===== src/prbd_pkg.sv =====
// Shared constants, types and helpers for the PGS RLE bitmap decoder.
// No dependencies; imported by all decoder modules and the checker.
`default_nettype none

package prbd_pkg;

    localparam int DIM_W     = 13;  // width/height register width
    localparam int RUN_W     = 14;
    localparam int IDX_W     = 24;
    localparam int PT_W      = 25;  // pixel count, up to 4096*4096
    localparam int CFG_IDX_W = 2;

    localparam logic [DIM_W-1:0] MAX_WIDTH  = 13'd4096;
    localparam logic [DIM_W-1:0] MAX_HEIGHT = 13'd4096;

    localparam logic [CFG_IDX_W-1:0] CFG_WIDTH  = 2'd0;
    localparam logic [CFG_IDX_W-1:0] CFG_HEIGHT = 2'd1;
    localparam logic [CFG_IDX_W-1:0] CFG_STRICT = 2'd2;

    localparam logic [1:0] STATUS_OK         = 2'd0;
    localparam logic [1:0] STATUS_LINE_ERR   = 2'd1;
    localparam logic [1:0] STATUS_SHORT_DATA = 2'd2;

    // escape flags byte layout
    localparam int FLAG_LONG_BIT   = 6;
    localparam int FLAG_COLOUR_BIT = 7;
    localparam int SHORT_RUN_W     = 6;

    // column remainder unit: bits retired per cycle and pass count
    localparam int MOD_STEPS  = 7;
    localparam int MOD_PASSES = (PT_W + MOD_STEPS - 1) / MOD_STEPS;
    localparam int MOD_DIV_W  = MOD_PASSES * MOD_STEPS;
    localparam int MOD_CNT_W  = $clog2(MOD_PASSES + 1);

    typedef struct packed {
        logic load;       // latch the accepted byte
        logic mod_start;  // start column remainder
        logic commit;     // update decode state and result register
    } prbd_cmd_t;

    typedef struct packed {
        logic eol;        // current byte completes an end-of-line code
        logic mod_busy;
        logic have;       // current byte yields a result
        logic out_busy;   // result register full and not taken this cycle
    } prbd_sts_t;

    function automatic logic [DIM_W-1:0] clamp_dim(input logic [DIM_W-1:0] v,
                                                   input logic [DIM_W-1:0] maxv);
        if (v == '0) begin
            return DIM_W'(1);
        end
        if (v > maxv) begin
            return maxv;
        end
        return v;
    endfunction

endpackage

`default_nettype wire


===== src/prbd_ctrl.sv =====
// Sequencer of the PGS RLE bitmap decoder: accept, evaluate, remainder wait, commit.
// Depends on prbd_pkg for the command and status structs.
`default_nettype none

module prbd_ctrl
    import prbd_pkg::*;
(
    input  wire logic      aclk,
    input  wire logic      aresetn,
    input  wire logic      s_valid,
    output logic           s_ready,
    input  wire prbd_sts_t sts,
    output prbd_cmd_t      cmd
);

    typedef enum logic [1:0] {
        ST_IDLE,
        ST_EVAL,
        ST_MODW,
        ST_COMMIT
    } state_t;

    state_t state_reg, state_next;
    logic   s_ready_reg, s_ready_next;

    assign s_ready = s_ready_reg;

    always_comb begin
        state_next    = state_reg;
        s_ready_next  = s_ready_reg;
        cmd           = '0;
        case (state_reg)
            ST_IDLE: begin
                if (s_valid && s_ready_reg) begin
                    cmd.load     = 1'b1;
                    state_next   = ST_EVAL;
                    s_ready_next = 1'b0;
                end
            end
            ST_EVAL: begin
                if (sts.eol) begin
                    cmd.mod_start = 1'b1;
                    state_next    = ST_MODW;
                end else begin
                    state_next = ST_COMMIT;
                end
            end
            ST_MODW: begin
                if (!sts.mod_busy) begin
                    state_next = ST_COMMIT;
                end
            end
            ST_COMMIT: begin
                // hold while a pending result would overwrite an untaken one
                if (!(sts.have && sts.out_busy)) begin
                    cmd.commit   = 1'b1;
                    state_next   = ST_IDLE;
                    s_ready_next = 1'b1;
                end
            end
            default: begin
                state_next   = ST_IDLE;
                s_ready_next = 1'b1;
            end
        endcase
    end

    always_ff @(posedge aclk) begin
        if (!aresetn) begin
            state_reg   <= ST_IDLE;
            s_ready_reg <= 1'b1;
        end else begin
            state_reg   <= state_next;
            s_ready_reg <= s_ready_next;
        end
    end

endmodule

`default_nettype wire


===== src/prbd_colmod.sv =====
// Column remainder unit: pixel count modulo bitmap width, restoring, MOD_STEPS bits a cycle.
// Depends on prbd_pkg for widths and pass count.
`default_nettype none

module prbd_colmod
    import prbd_pkg::*;
(
    input  wire logic             aclk,
    input  wire logic             aresetn,
    input  wire logic             start,
    input  wire logic [PT_W-1:0]  dividend,
    input  wire logic [DIM_W-1:0] divisor,
    output logic                  busy,
    output logic [DIM_W-1:0]      remainder
);

    logic [MOD_CNT_W-1:0] cnt_reg, cnt_next;
    logic [MOD_DIV_W-1:0] sh_reg, sh_next;
    logic [DIM_W-1:0]     rem_reg, rem_next;

    assign busy      = (cnt_reg != '0);
    assign remainder = rem_reg;

    always_comb begin
        logic [DIM_W:0] r;
        r = {1'b0, rem_reg};
        for (int i = 0; i < MOD_STEPS; i++) begin
            r = {r[DIM_W-1:0], sh_reg[MOD_DIV_W-1-i]};
            if (r >= {1'b0, divisor}) begin
                r = r - {1'b0, divisor};
            end
        end
        cnt_next = cnt_reg;
        sh_next  = sh_reg;
        rem_next = rem_reg;
        if (start) begin
            cnt_next = MOD_CNT_W'(MOD_PASSES);
            sh_next  = MOD_DIV_W'(dividend);
            rem_next = '0;
        end else if (busy) begin
            cnt_next = cnt_reg - MOD_CNT_W'(1);
            sh_next  = sh_reg << MOD_STEPS;
            rem_next = r[DIM_W-1:0];
        end
    end

    always_ff @(posedge aclk) begin
        if (!aresetn) begin
            cnt_reg <= '0;
        end else begin
            cnt_reg <= cnt_next;
        end
        sh_reg  <= sh_next;
        rem_reg <= rem_next;
    end

endmodule

`default_nettype wire


===== src/prbd_dpath.sv =====
// Datapath of the PGS RLE bitmap decoder: config registers, code parser, counters, result register.
// Depends on prbd_pkg and instantiates prbd_colmod.
`default_nettype none

module prbd_dpath
    import prbd_pkg::*;
(
    input  wire logic                 aclk,
    input  wire logic                 aresetn,
    input  wire logic                 cfg_valid,
    input  wire logic [CFG_IDX_W-1:0] cfg_index,
    input  wire logic [DIM_W-1:0]     cfg_data,
    input  wire logic [7:0]           s_data_byte,
    input  wire logic                 s_last_byte,
    input  wire logic                 m_ready,
    output logic                      m_valid,
    output logic                      m_run_valid,
    output logic [7:0]                m_pixel_color,
    output logic [RUN_W-1:0]          m_run_length,
    output logic [IDX_W-1:0]          m_start_index,
    output logic                      m_line_end,
    output logic                      m_line_short,
    output logic                      m_finished,
    output logic [1:0]                m_status,
    input  wire prbd_cmd_t            cmd,
    output prbd_sts_t                 sts
);

    typedef enum logic [1:0] {
        PH_COLOUR,
        PH_FLAGS,
        PH_RUNLOW,
        PH_RUNCOLOUR
    } phase_t;

    // configuration
    logic [DIM_W-1:0] width_reg, height_reg;
    logic             strict_reg;
    logic [DIM_W-1:0] w_eff, h_eff;
    logic [PT_W-1:0]  area_reg;
    logic [2*DIM_W-1:0] area_prod;

    // accepted byte
    logic [7:0] byte_reg;
    logic       last_reg;

    // decode state
    phase_t           phase_reg, phase_next;
    logic [7:0]       flags_reg, flags_next;
    logic [RUN_W-1:0] run_reg, run_next;
    logic [PT_W-1:0]  pt_reg, pt_next;
    logic [DIM_W-1:0] lines_reg, lines_next;
    logic             halted_reg, halted_next;

    // parse results for the current byte
    logic             active, done;
    logic [7:0]       colour;
    logic [RUN_W-1:0] run;
    phase_t           dec_phase;
    logic [7:0]       dec_flags;
    logic [RUN_W-1:0] dec_run;
    logic [PT_W:0]    pt_sum;
    logic             fits, emit, eol, col_nz, strict_hit, halted_new;
    logic             lt_sum, lt_old, short_data;
    logic             r_line_short, r_line_end, r_finished, have;
    logic [1:0]       r_status;

    logic             mod_busy;
    logic [DIM_W-1:0] column;

    // result register
    logic             m_valid_reg, m_valid_next;
    logic             o_run_valid_reg, o_line_end_reg, o_line_short_reg, o_finished_reg;
    logic [7:0]       o_color_reg;
    logic [RUN_W-1:0] o_length_reg;
    logic [IDX_W-1:0] o_start_reg;
    logic [1:0]       o_status_reg;

    assign w_eff     = clamp_dim(width_reg, MAX_WIDTH);
    assign h_eff     = clamp_dim(height_reg, MAX_HEIGHT);
    assign area_prod = (2*DIM_W)'(w_eff) * (2*DIM_W)'(h_eff);

    always_ff @(posedge aclk) begin
        if (!aresetn) begin
            width_reg  <= DIM_W'(1);
            height_reg <= DIM_W'(1);
            strict_reg <= 1'b0;
            area_reg   <= PT_W'(1);
        end else begin
            if (cfg_valid) begin
                case (cfg_index)
                    CFG_WIDTH:  width_reg  <= cfg_data;
                    CFG_HEIGHT: height_reg <= cfg_data;
                    CFG_STRICT: strict_reg <= cfg_data[0];
                    default:    ;
                endcase
            end
            area_reg <= area_prod[PT_W-1:0];
        end
    end

    always_ff @(posedge aclk) begin
        if (cmd.load) begin
            byte_reg <= s_data_byte;
            last_reg <= s_last_byte;
        end
    end

    // code parser
    always_comb begin
        done      = 1'b0;
        colour    = '0;
        run       = '0;
        dec_phase = phase_reg;
        dec_flags = flags_reg;
        dec_run   = run_reg;
        case (phase_reg)
            PH_COLOUR: begin
                if (byte_reg != '0) begin
                    colour = byte_reg;
                    run    = RUN_W'(1);
                    done   = 1'b1;
                end else begin
                    dec_phase = PH_FLAGS;
                end
            end
            PH_FLAGS: begin
                dec_flags = byte_reg;
                dec_run   = RUN_W'(byte_reg[SHORT_RUN_W-1:0]);
                if (byte_reg[FLAG_LONG_BIT]) begin
                    dec_phase = PH_RUNLOW;
                end else if (byte_reg[FLAG_COLOUR_BIT]) begin
                    dec_phase = PH_RUNCOLOUR;
                end else begin
                    run  = dec_run;
                    done = 1'b1;
                end
            end
            PH_RUNLOW: begin
                dec_run = {run_reg[RUN_W-9:0], byte_reg};
                if (flags_reg[FLAG_COLOUR_BIT]) begin
                    dec_phase = PH_RUNCOLOUR;
                end else begin
                    run  = dec_run;
                    done = 1'b1;
                end
            end
            PH_RUNCOLOUR: begin
                run    = run_reg;
                colour = byte_reg;
                done   = 1'b1;
            end
            default: begin
                dec_phase = PH_COLOUR;
            end
        endcase
    end

    assign active     = !halted_reg && (lines_reg < h_eff);
    assign pt_sum     = {1'b0, pt_reg} + (PT_W+1)'(run);
    assign fits       = (pt_sum <= {1'b0, area_reg});
    assign emit       = active && done && (run != '0) && fits;
    assign eol        = active && done && (run == '0);
    assign col_nz     = (column != '0);
    assign strict_hit = eol && col_nz && strict_reg;
    assign halted_new = halted_reg || strict_hit;

    // pixel shortfall after this byte, both outcomes compared in parallel
    assign lt_sum     = (pt_sum < {1'b0, area_reg});
    assign lt_old     = (pt_reg < area_reg);
    assign short_data = emit ? lt_sum : lt_old;

    assign r_line_short = eol && col_nz;
    assign r_line_end   = eol && !halted_new;
    assign r_finished   = strict_hit || (last_reg && !halted_new);
    assign have         = emit || r_line_short || r_line_end || r_finished;

    always_comb begin
        if (strict_hit) begin
            r_status = STATUS_LINE_ERR;
        end else if (r_finished && short_data) begin
            r_status = STATUS_SHORT_DATA;
        end else begin
            r_status = STATUS_OK;
        end
    end

    prbd_colmod u_colmod (
        .aclk      (aclk),
        .aresetn   (aresetn),
        .start     (cmd.mod_start),
        .dividend  (pt_reg),
        .divisor   (w_eff),
        .busy      (mod_busy),
        .remainder (column)
    );

    always_comb begin
        phase_next  = phase_reg;
        flags_next  = flags_reg;
        run_next    = run_reg;
        pt_next     = pt_reg;
        lines_next  = lines_reg;
        halted_next = halted_reg;
        if (cmd.commit) begin
            if (active) begin
                phase_next = dec_phase;
                flags_next = dec_flags;
                run_next   = dec_run;
                if (done) begin
                    phase_next = PH_COLOUR;
                    flags_next = '0;
                    run_next   = '0;
                end
                if (emit) begin
                    pt_next = pt_sum[PT_W-1:0];
                end
                if (r_line_end) begin
                    lines_next = lines_reg + DIM_W'(1);
                end
                halted_next = halted_new;
            end
            if (last_reg) begin
                // end of buffer: drop any partial code, ready for next bitmap
                phase_next  = PH_COLOUR;
                flags_next  = '0;
                run_next    = '0;
                pt_next     = '0;
                lines_next  = '0;
                halted_next = 1'b0;
            end
        end
    end

    always_ff @(posedge aclk) begin
        if (!aresetn) begin
            phase_reg  <= PH_COLOUR;
            flags_reg  <= '0;
            run_reg    <= '0;
            pt_reg     <= '0;
            lines_reg  <= '0;
            halted_reg <= 1'b0;
        end else begin
            phase_reg  <= phase_next;
            flags_reg  <= flags_next;
            run_reg    <= run_next;
            pt_reg     <= pt_next;
            lines_reg  <= lines_next;
            halted_reg <= halted_next;
        end
    end

    // result register
    always_comb begin
        m_valid_next = m_valid_reg;
        if (cmd.commit && have) begin
            m_valid_next = 1'b1;
        end else if (m_ready) begin
            m_valid_next = 1'b0;
        end
    end

    always_ff @(posedge aclk) begin
        if (!aresetn) begin
            m_valid_reg <= 1'b0;
        end else begin
            m_valid_reg <= m_valid_next;
        end
        if (cmd.commit && have) begin
            o_run_valid_reg  <= emit;
            o_color_reg      <= emit ? colour : 8'd0;
            o_length_reg     <= emit ? run : '0;
            o_start_reg      <= emit ? pt_reg[IDX_W-1:0] : '0;
            o_line_end_reg   <= r_line_end;
            o_line_short_reg <= r_line_short;
            o_finished_reg   <= r_finished;
            o_status_reg     <= r_status;
        end
    end

    assign m_valid       = m_valid_reg;
    assign m_run_valid   = o_run_valid_reg;
    assign m_pixel_color = o_color_reg;
    assign m_run_length  = o_length_reg;
    assign m_start_index = o_start_reg;
    assign m_line_end    = o_line_end_reg;
    assign m_line_short  = o_line_short_reg;
    assign m_finished    = o_finished_reg;
    assign m_status      = o_status_reg;

    assign sts.eol      = eol;
    assign sts.mod_busy = mod_busy;
    assign sts.have     = have;
    assign sts.out_busy = m_valid_reg && !m_ready;

endmodule

`default_nettype wire


===== src/pgs_rle_bitmap_decoder.sv =====
// PGS RLE bitmap decoder: takes the compressed bitmap of one subtitle object one byte per
// request and returns pixel runs (colour, length, linear start index), end-of-line marks and
// an end-of-bitmap status. Set bitmap_width (index 0), bitmap_height (index 1) and
// strict_mode (index 2) on the cfg port while no byte is in flight; width and height are
// saturated to 1..4096. Each accepted byte passes evaluate and commit before the next byte
// is taken; one that closes an end-of-line code also waits in the remainder state while the
// column (pixel count modulo width) is computed by the remainder unit, 7 bits a cycle over
// the 25-bit count. A result that finds the output register still occupied waits in the
// commit state. The output register lets the next byte enter while the previous result
// is still offered. Runs that would overflow width*height are dropped. Mark the final byte
// with s_last_byte; its result carries finished and status 2 if too few pixels came. A
// partial code at the end is discarded and the decoder clears itself for the next bitmap.
// Depends on prbd_pkg, prbd_ctrl, prbd_dpath and prbd_colmod.
`default_nettype none

module pgs_rle_bitmap_decoder
    import prbd_pkg::*;
(
    input  wire logic                 aclk,
    input  wire logic                 aresetn,

    // configuration write channel
    input  wire logic                 cfg_valid,
    output logic                      cfg_ready,
    input  wire logic [CFG_IDX_W-1:0] cfg_index,
    input  wire logic [DIM_W-1:0]     cfg_data,

    // compressed byte requests
    input  wire logic                 s_valid,
    output logic                      s_ready,
    input  wire logic [7:0]           s_data_byte,
    input  wire logic                 s_last_byte,

    // decoded results
    output logic                      m_valid,
    input  wire logic                 m_ready,
    output logic                      m_run_valid,
    output logic [7:0]                m_pixel_color,
    output logic [RUN_W-1:0]          m_run_length,
    output logic [IDX_W-1:0]          m_start_index,
    output logic                      m_line_end,
    output logic                      m_line_short,
    output logic                      m_finished,
    output logic [1:0]                m_status
);

    prbd_cmd_t cmd;
    prbd_sts_t sts;

    // config registers are plain flops: always writable
    assign cfg_ready = 1'b1;

    // sequencer: accept -> evaluate -> (remainder wait) -> commit
    prbd_ctrl u_ctrl (
        .aclk    (aclk),
        .aresetn (aresetn),
        .s_valid (s_valid),
        .s_ready (s_ready),
        .sts     (sts),
        .cmd     (cmd)
    );

    // parser, pixel and line counters, remainder unit, result register
    prbd_dpath u_dpath (
        .aclk          (aclk),
        .aresetn       (aresetn),
        .cfg_valid     (cfg_valid),
        .cfg_index     (cfg_index),
        .cfg_data      (cfg_data),
        .s_data_byte   (s_data_byte),
        .s_last_byte   (s_last_byte),
        .m_ready       (m_ready),
        .m_valid       (m_valid),
        .m_run_valid   (m_run_valid),
        .m_pixel_color (m_pixel_color),
        .m_run_length  (m_run_length),
        .m_start_index (m_start_index),
        .m_line_end    (m_line_end),
        .m_line_short  (m_line_short),
        .m_finished    (m_finished),
        .m_status      (m_status),
        .cmd           (cmd),
        .sts           (sts)
    );

endmodule

`default_nettype wire


===== config.mk =====
export PLATFORM = sky130hd
export DESIGN_NAME = pgs_rle_bitmap_decoder
export DESIGN_NICKNAME = d
export VERILOG_FILES = /design/src/prbd_pkg.sv /design/src/prbd_ctrl.sv /design/src/prbd_colmod.sv /design/src/prbd_dpath.sv /design/src/pgs_rle_bitmap_decoder.sv
export SDC_FILE = /design/constraint.sdc
export NUM_CORES = 1
export LEC_CHECK = 0
export BUFFER_PORTS_ARGS = -buffer_cell sky130_fd_sc_hd__buf_2
export CORE_MARGIN = 2
export CORE_UTILIZATION = 45
export CTS_BUF_LIST = sky130_fd_sc_hd__clkbuf_8
export CTS_CLUSTER_SIZE = 10
export DETAILED_ROUTE_END_ITERATION = 8
export GPL_TIMING_DRIVEN = 0
export PLACE_DENSITY = 0.63
export SYNTH_ARGS = -nofsm -noshare
export SYNTH_HDL_FRONTEND = slang
export SYNTH_SLANG_ARGS = --single-unit
export TNS_END_PERCENT = 20

===== constraint.sdc =====
create_clock -name aclk -period 28 [get_ports aclk]
set_clock_uncertainty 0.1 [all_clocks]
set_input_delay 2.8 -clock aclk [delete_from_list [all_inputs] [get_ports aclk]]
set_output_delay 2.8 -clock aclk [all_outputs]
set_load 0.01 [all_outputs]

==> out/metrics.csv <==
metric;value;unit
clk sinks;217;
final period utilization;86.7;%
Hold Buf Count CTS;0;
setup violators final;0;
post-synthesis sequential area ratio;24.3;%
CTS tree;done;
syn_area_per_cell;8.52;um^2
Worst Hold Depth;2;
status;complete, no violations;
first-pass GRT wire length;97900;um
largest net degree at the start of global routing;30;
layout cells sized above 1;8.00;%
Critical Path End Type;register;
flop-to-flop setup slack;3.72;ns
Relative slew margins;30.9;%
post-cts sizing count;0;
Reg2Reg Depth;88;
Yosys top cell by area;ha_1;
Startpoint Class;register;
RSZ-0062 raised after global routing;no;
Reg-to-Reg Start;u_dpath.width_reg[1];
Die ar.;49300;um^2
Rows;79;
largest cells by area after synthesis;ha_1 (14%), dfxtp_1 (12%), edfxtp_1 (12%), fa_1 (12%), nand2_1 (5.7%);
Tmin final;24.28;ns
FFs w/ async S/R, synth;0;%
Worst path slowest cell;clkinv_1;
TNS Setup;0;ns
total CTS buffers;39;
I/O Pins;84;
Syn Inst Count;2510;
H-tree levels;2;
DR vias/cell;5.64;
Least-Margin Pin Slew;1.04;ns
routed len/inst;18.9;um
P&R area growth vs syn;9.20;%
post-detail-place hpwl;48800;um
gpl congestion;0.921;
max reg flops;28;
Crit path largest cell delay;1.13;ns
initial antenna violation count;1;
Clock transition at path regs;0.06;ns
Antenna Nets Post-Route;0;
Hold WC Path Type;reg2reg;
Synth top area share;14.3;%
main flop type after synthesis;dfxtp_1;
CTS Buffer Depth;3;
yosys warns;0;
Distinct cells, synth;89;
Commonest cells post-synth;nand2_1 (322), inv_1 (254), ha_1 (245);
crit-path max FO;19;
GRT Resource Usage Total;25.0;%
Worst-Skew Late Latency;0.60;ns
R2R Path End;u_dpath.u_colmod.remainder[3];
final wirelength;61900;um
port bufs;82;
Slew Viols, Final;0;
drt first pass iters;5;
crit path DAT;24.65;ns
CP Class;reg2reg;
Net count, final;3036;
worst endpoint required time;28.37;ns
Initial Utilization;45.7;%
Root Driver;clkbuf_8;
final hold vios;0;
max-cap viol count;0;
residual DRC count;0;
Synth Cell Area;21400;um^2
Die X;222;um
Chip Height;222;um
count leader, synth;nand2_1;
area of the core;46800;um^2
Starting DRT DRC Count;1146;
synthesized flop and latch total;217;
Max Clock Freq;41.2;MHz
HP Start;u_dpath.height_reg[10];
via count;18500;
Syn Nets;2912;
antenna fix cells;0;
GRT overflow;0;
Post-CTS Setup Bufs;0;
vias in the first global route;18300;
Post-synth EDFFs;86;
Crit path top cell by count;a21oi_1;
hold endpoint;u_dpath.height_reg[10];
-- logic make-up (layout without fill, tap and decap cells) --
group / after synthesis / in the layout / share of synthesized area (%)
xor gates and xnor gates: 114 / 114 / 4.67
AOI/OAI and AO/OA: 480 / 480 / 14.5
muxes: 80 / 80 / 4.01
DFF: 217 / 217 / 24.3
other: 1 / 1 / 0.0175
buffers and inverters: 350 / 504 / 6.34
and+or+nand+nor: 895 / 895 / 19.8
adders and majority gates: 373 / 373 / 26.3
-- cells in the final DEF (no fill, tap or decap), types with 45 or more instances in the layout --
cell type,synthesis,final
nand2_1,322,322
inv_1,254,266
ha_1,245,245
nor2_1,205,205
dfxtp_1,131,131
fa_1,128,128
a21oi_1,127,126
o21ai_0,108,108
edfxtp_1,86,86
buf_2,3,85
clkbuf_1,82,82
xnor2_1,68,68
nand3_1,64,64
and2_1,55,55
nor2b_1,48,48
a21o_1,46,46
xor2_1,46,46
nor3_1,45,45
-- layout make-up --
type | count | area, um^2
Buffer | 93 | 390
Clock buffer | 42 | 578
Clock inverter | 29 | 188
Fill cell | 4523 | 23400
Inverter | 257 | 965
Multi-Input combinational cell | 1943 | 14800
Sequential cell | 217 | 5200
Tap cell | 607 | 759
Timing Repair Buffer | 83 | 430
-- critical path: cells and delay by family (launching register included) --
family	cells	cell delay (ns)
DFF	1	0.35
muxes	5	1.56
adders and majority gates	7	3.08
buffers and inverters	16	5.31
and+or+nand+nor	15	3.36
AOI/OAI and AO/OA	45	10.32
-- worst max path at each step --
| stage | start | end | cells past startpoint |
|---|---|---|---|
| 3_3_place_gp | u_dpath.width_reg[1] | u_dpath.u_colmod.remainder[3] | 88 |
| 4_1_cts | u_dpath.width_reg[1] | u_dpath.u_colmod.remainder[3] | 88 |
| 3_5_place_dp | u_dpath.width_reg[1] | u_dpath.u_colmod.remainder[3] | 88 |
| 6_report | u_dpath.width_reg[1] | u_dpath.u_colmod.remainder[3] | 88 |
| 2_1_floorplan | u_dpath.width_reg[1] | u_dpath.u_colmod.remainder[1] | 89 |
| 5_1_grt | u_dpath.width_reg[1] | u_dpath.u_colmod.remainder[3] | 88 |
-- metrics by stage --
step / hold WS (ns) / util [%] / area, um^2 / std cells / setup WS [ns]
3_5_place_dp: 0.357 / 48.3 / 22600 / 3200 / 4.03
2_1_floorplan: 0.341 / - / 21400 / 2510 / 9.23
4_1_cts: 0.365 / 50.0 / 23400 / 3271 / 3.95
5_1_grt: 0.382 / 50.0 / 23400 / 3271 / 2.02
6_report: 0.364 / 50.0 / 23400 / 3271 / 3.72
3_3_place_gp: 0.352 / 48.3 / 22600 / 3199 / 4.42
-- routing by layer --
| layer | up-vias | part of all wire, % | track usage (%) |
|---|---|---|---|
| met5 | - | 0 | 0 |
| met4 | 0 | 2.9 | 8.00 |
| met3 | 117 | 5.4 | 3.27 |
| met2 | 530 | 46 | 41.0 |
| met1 | 8920 | 46 | 34.1 |
| li1 | 8886 | - | - |
Power is left out: the tool's default activity adds up to more than one toggle a clock period on the data nets, which glitch-free logic cannot reach.
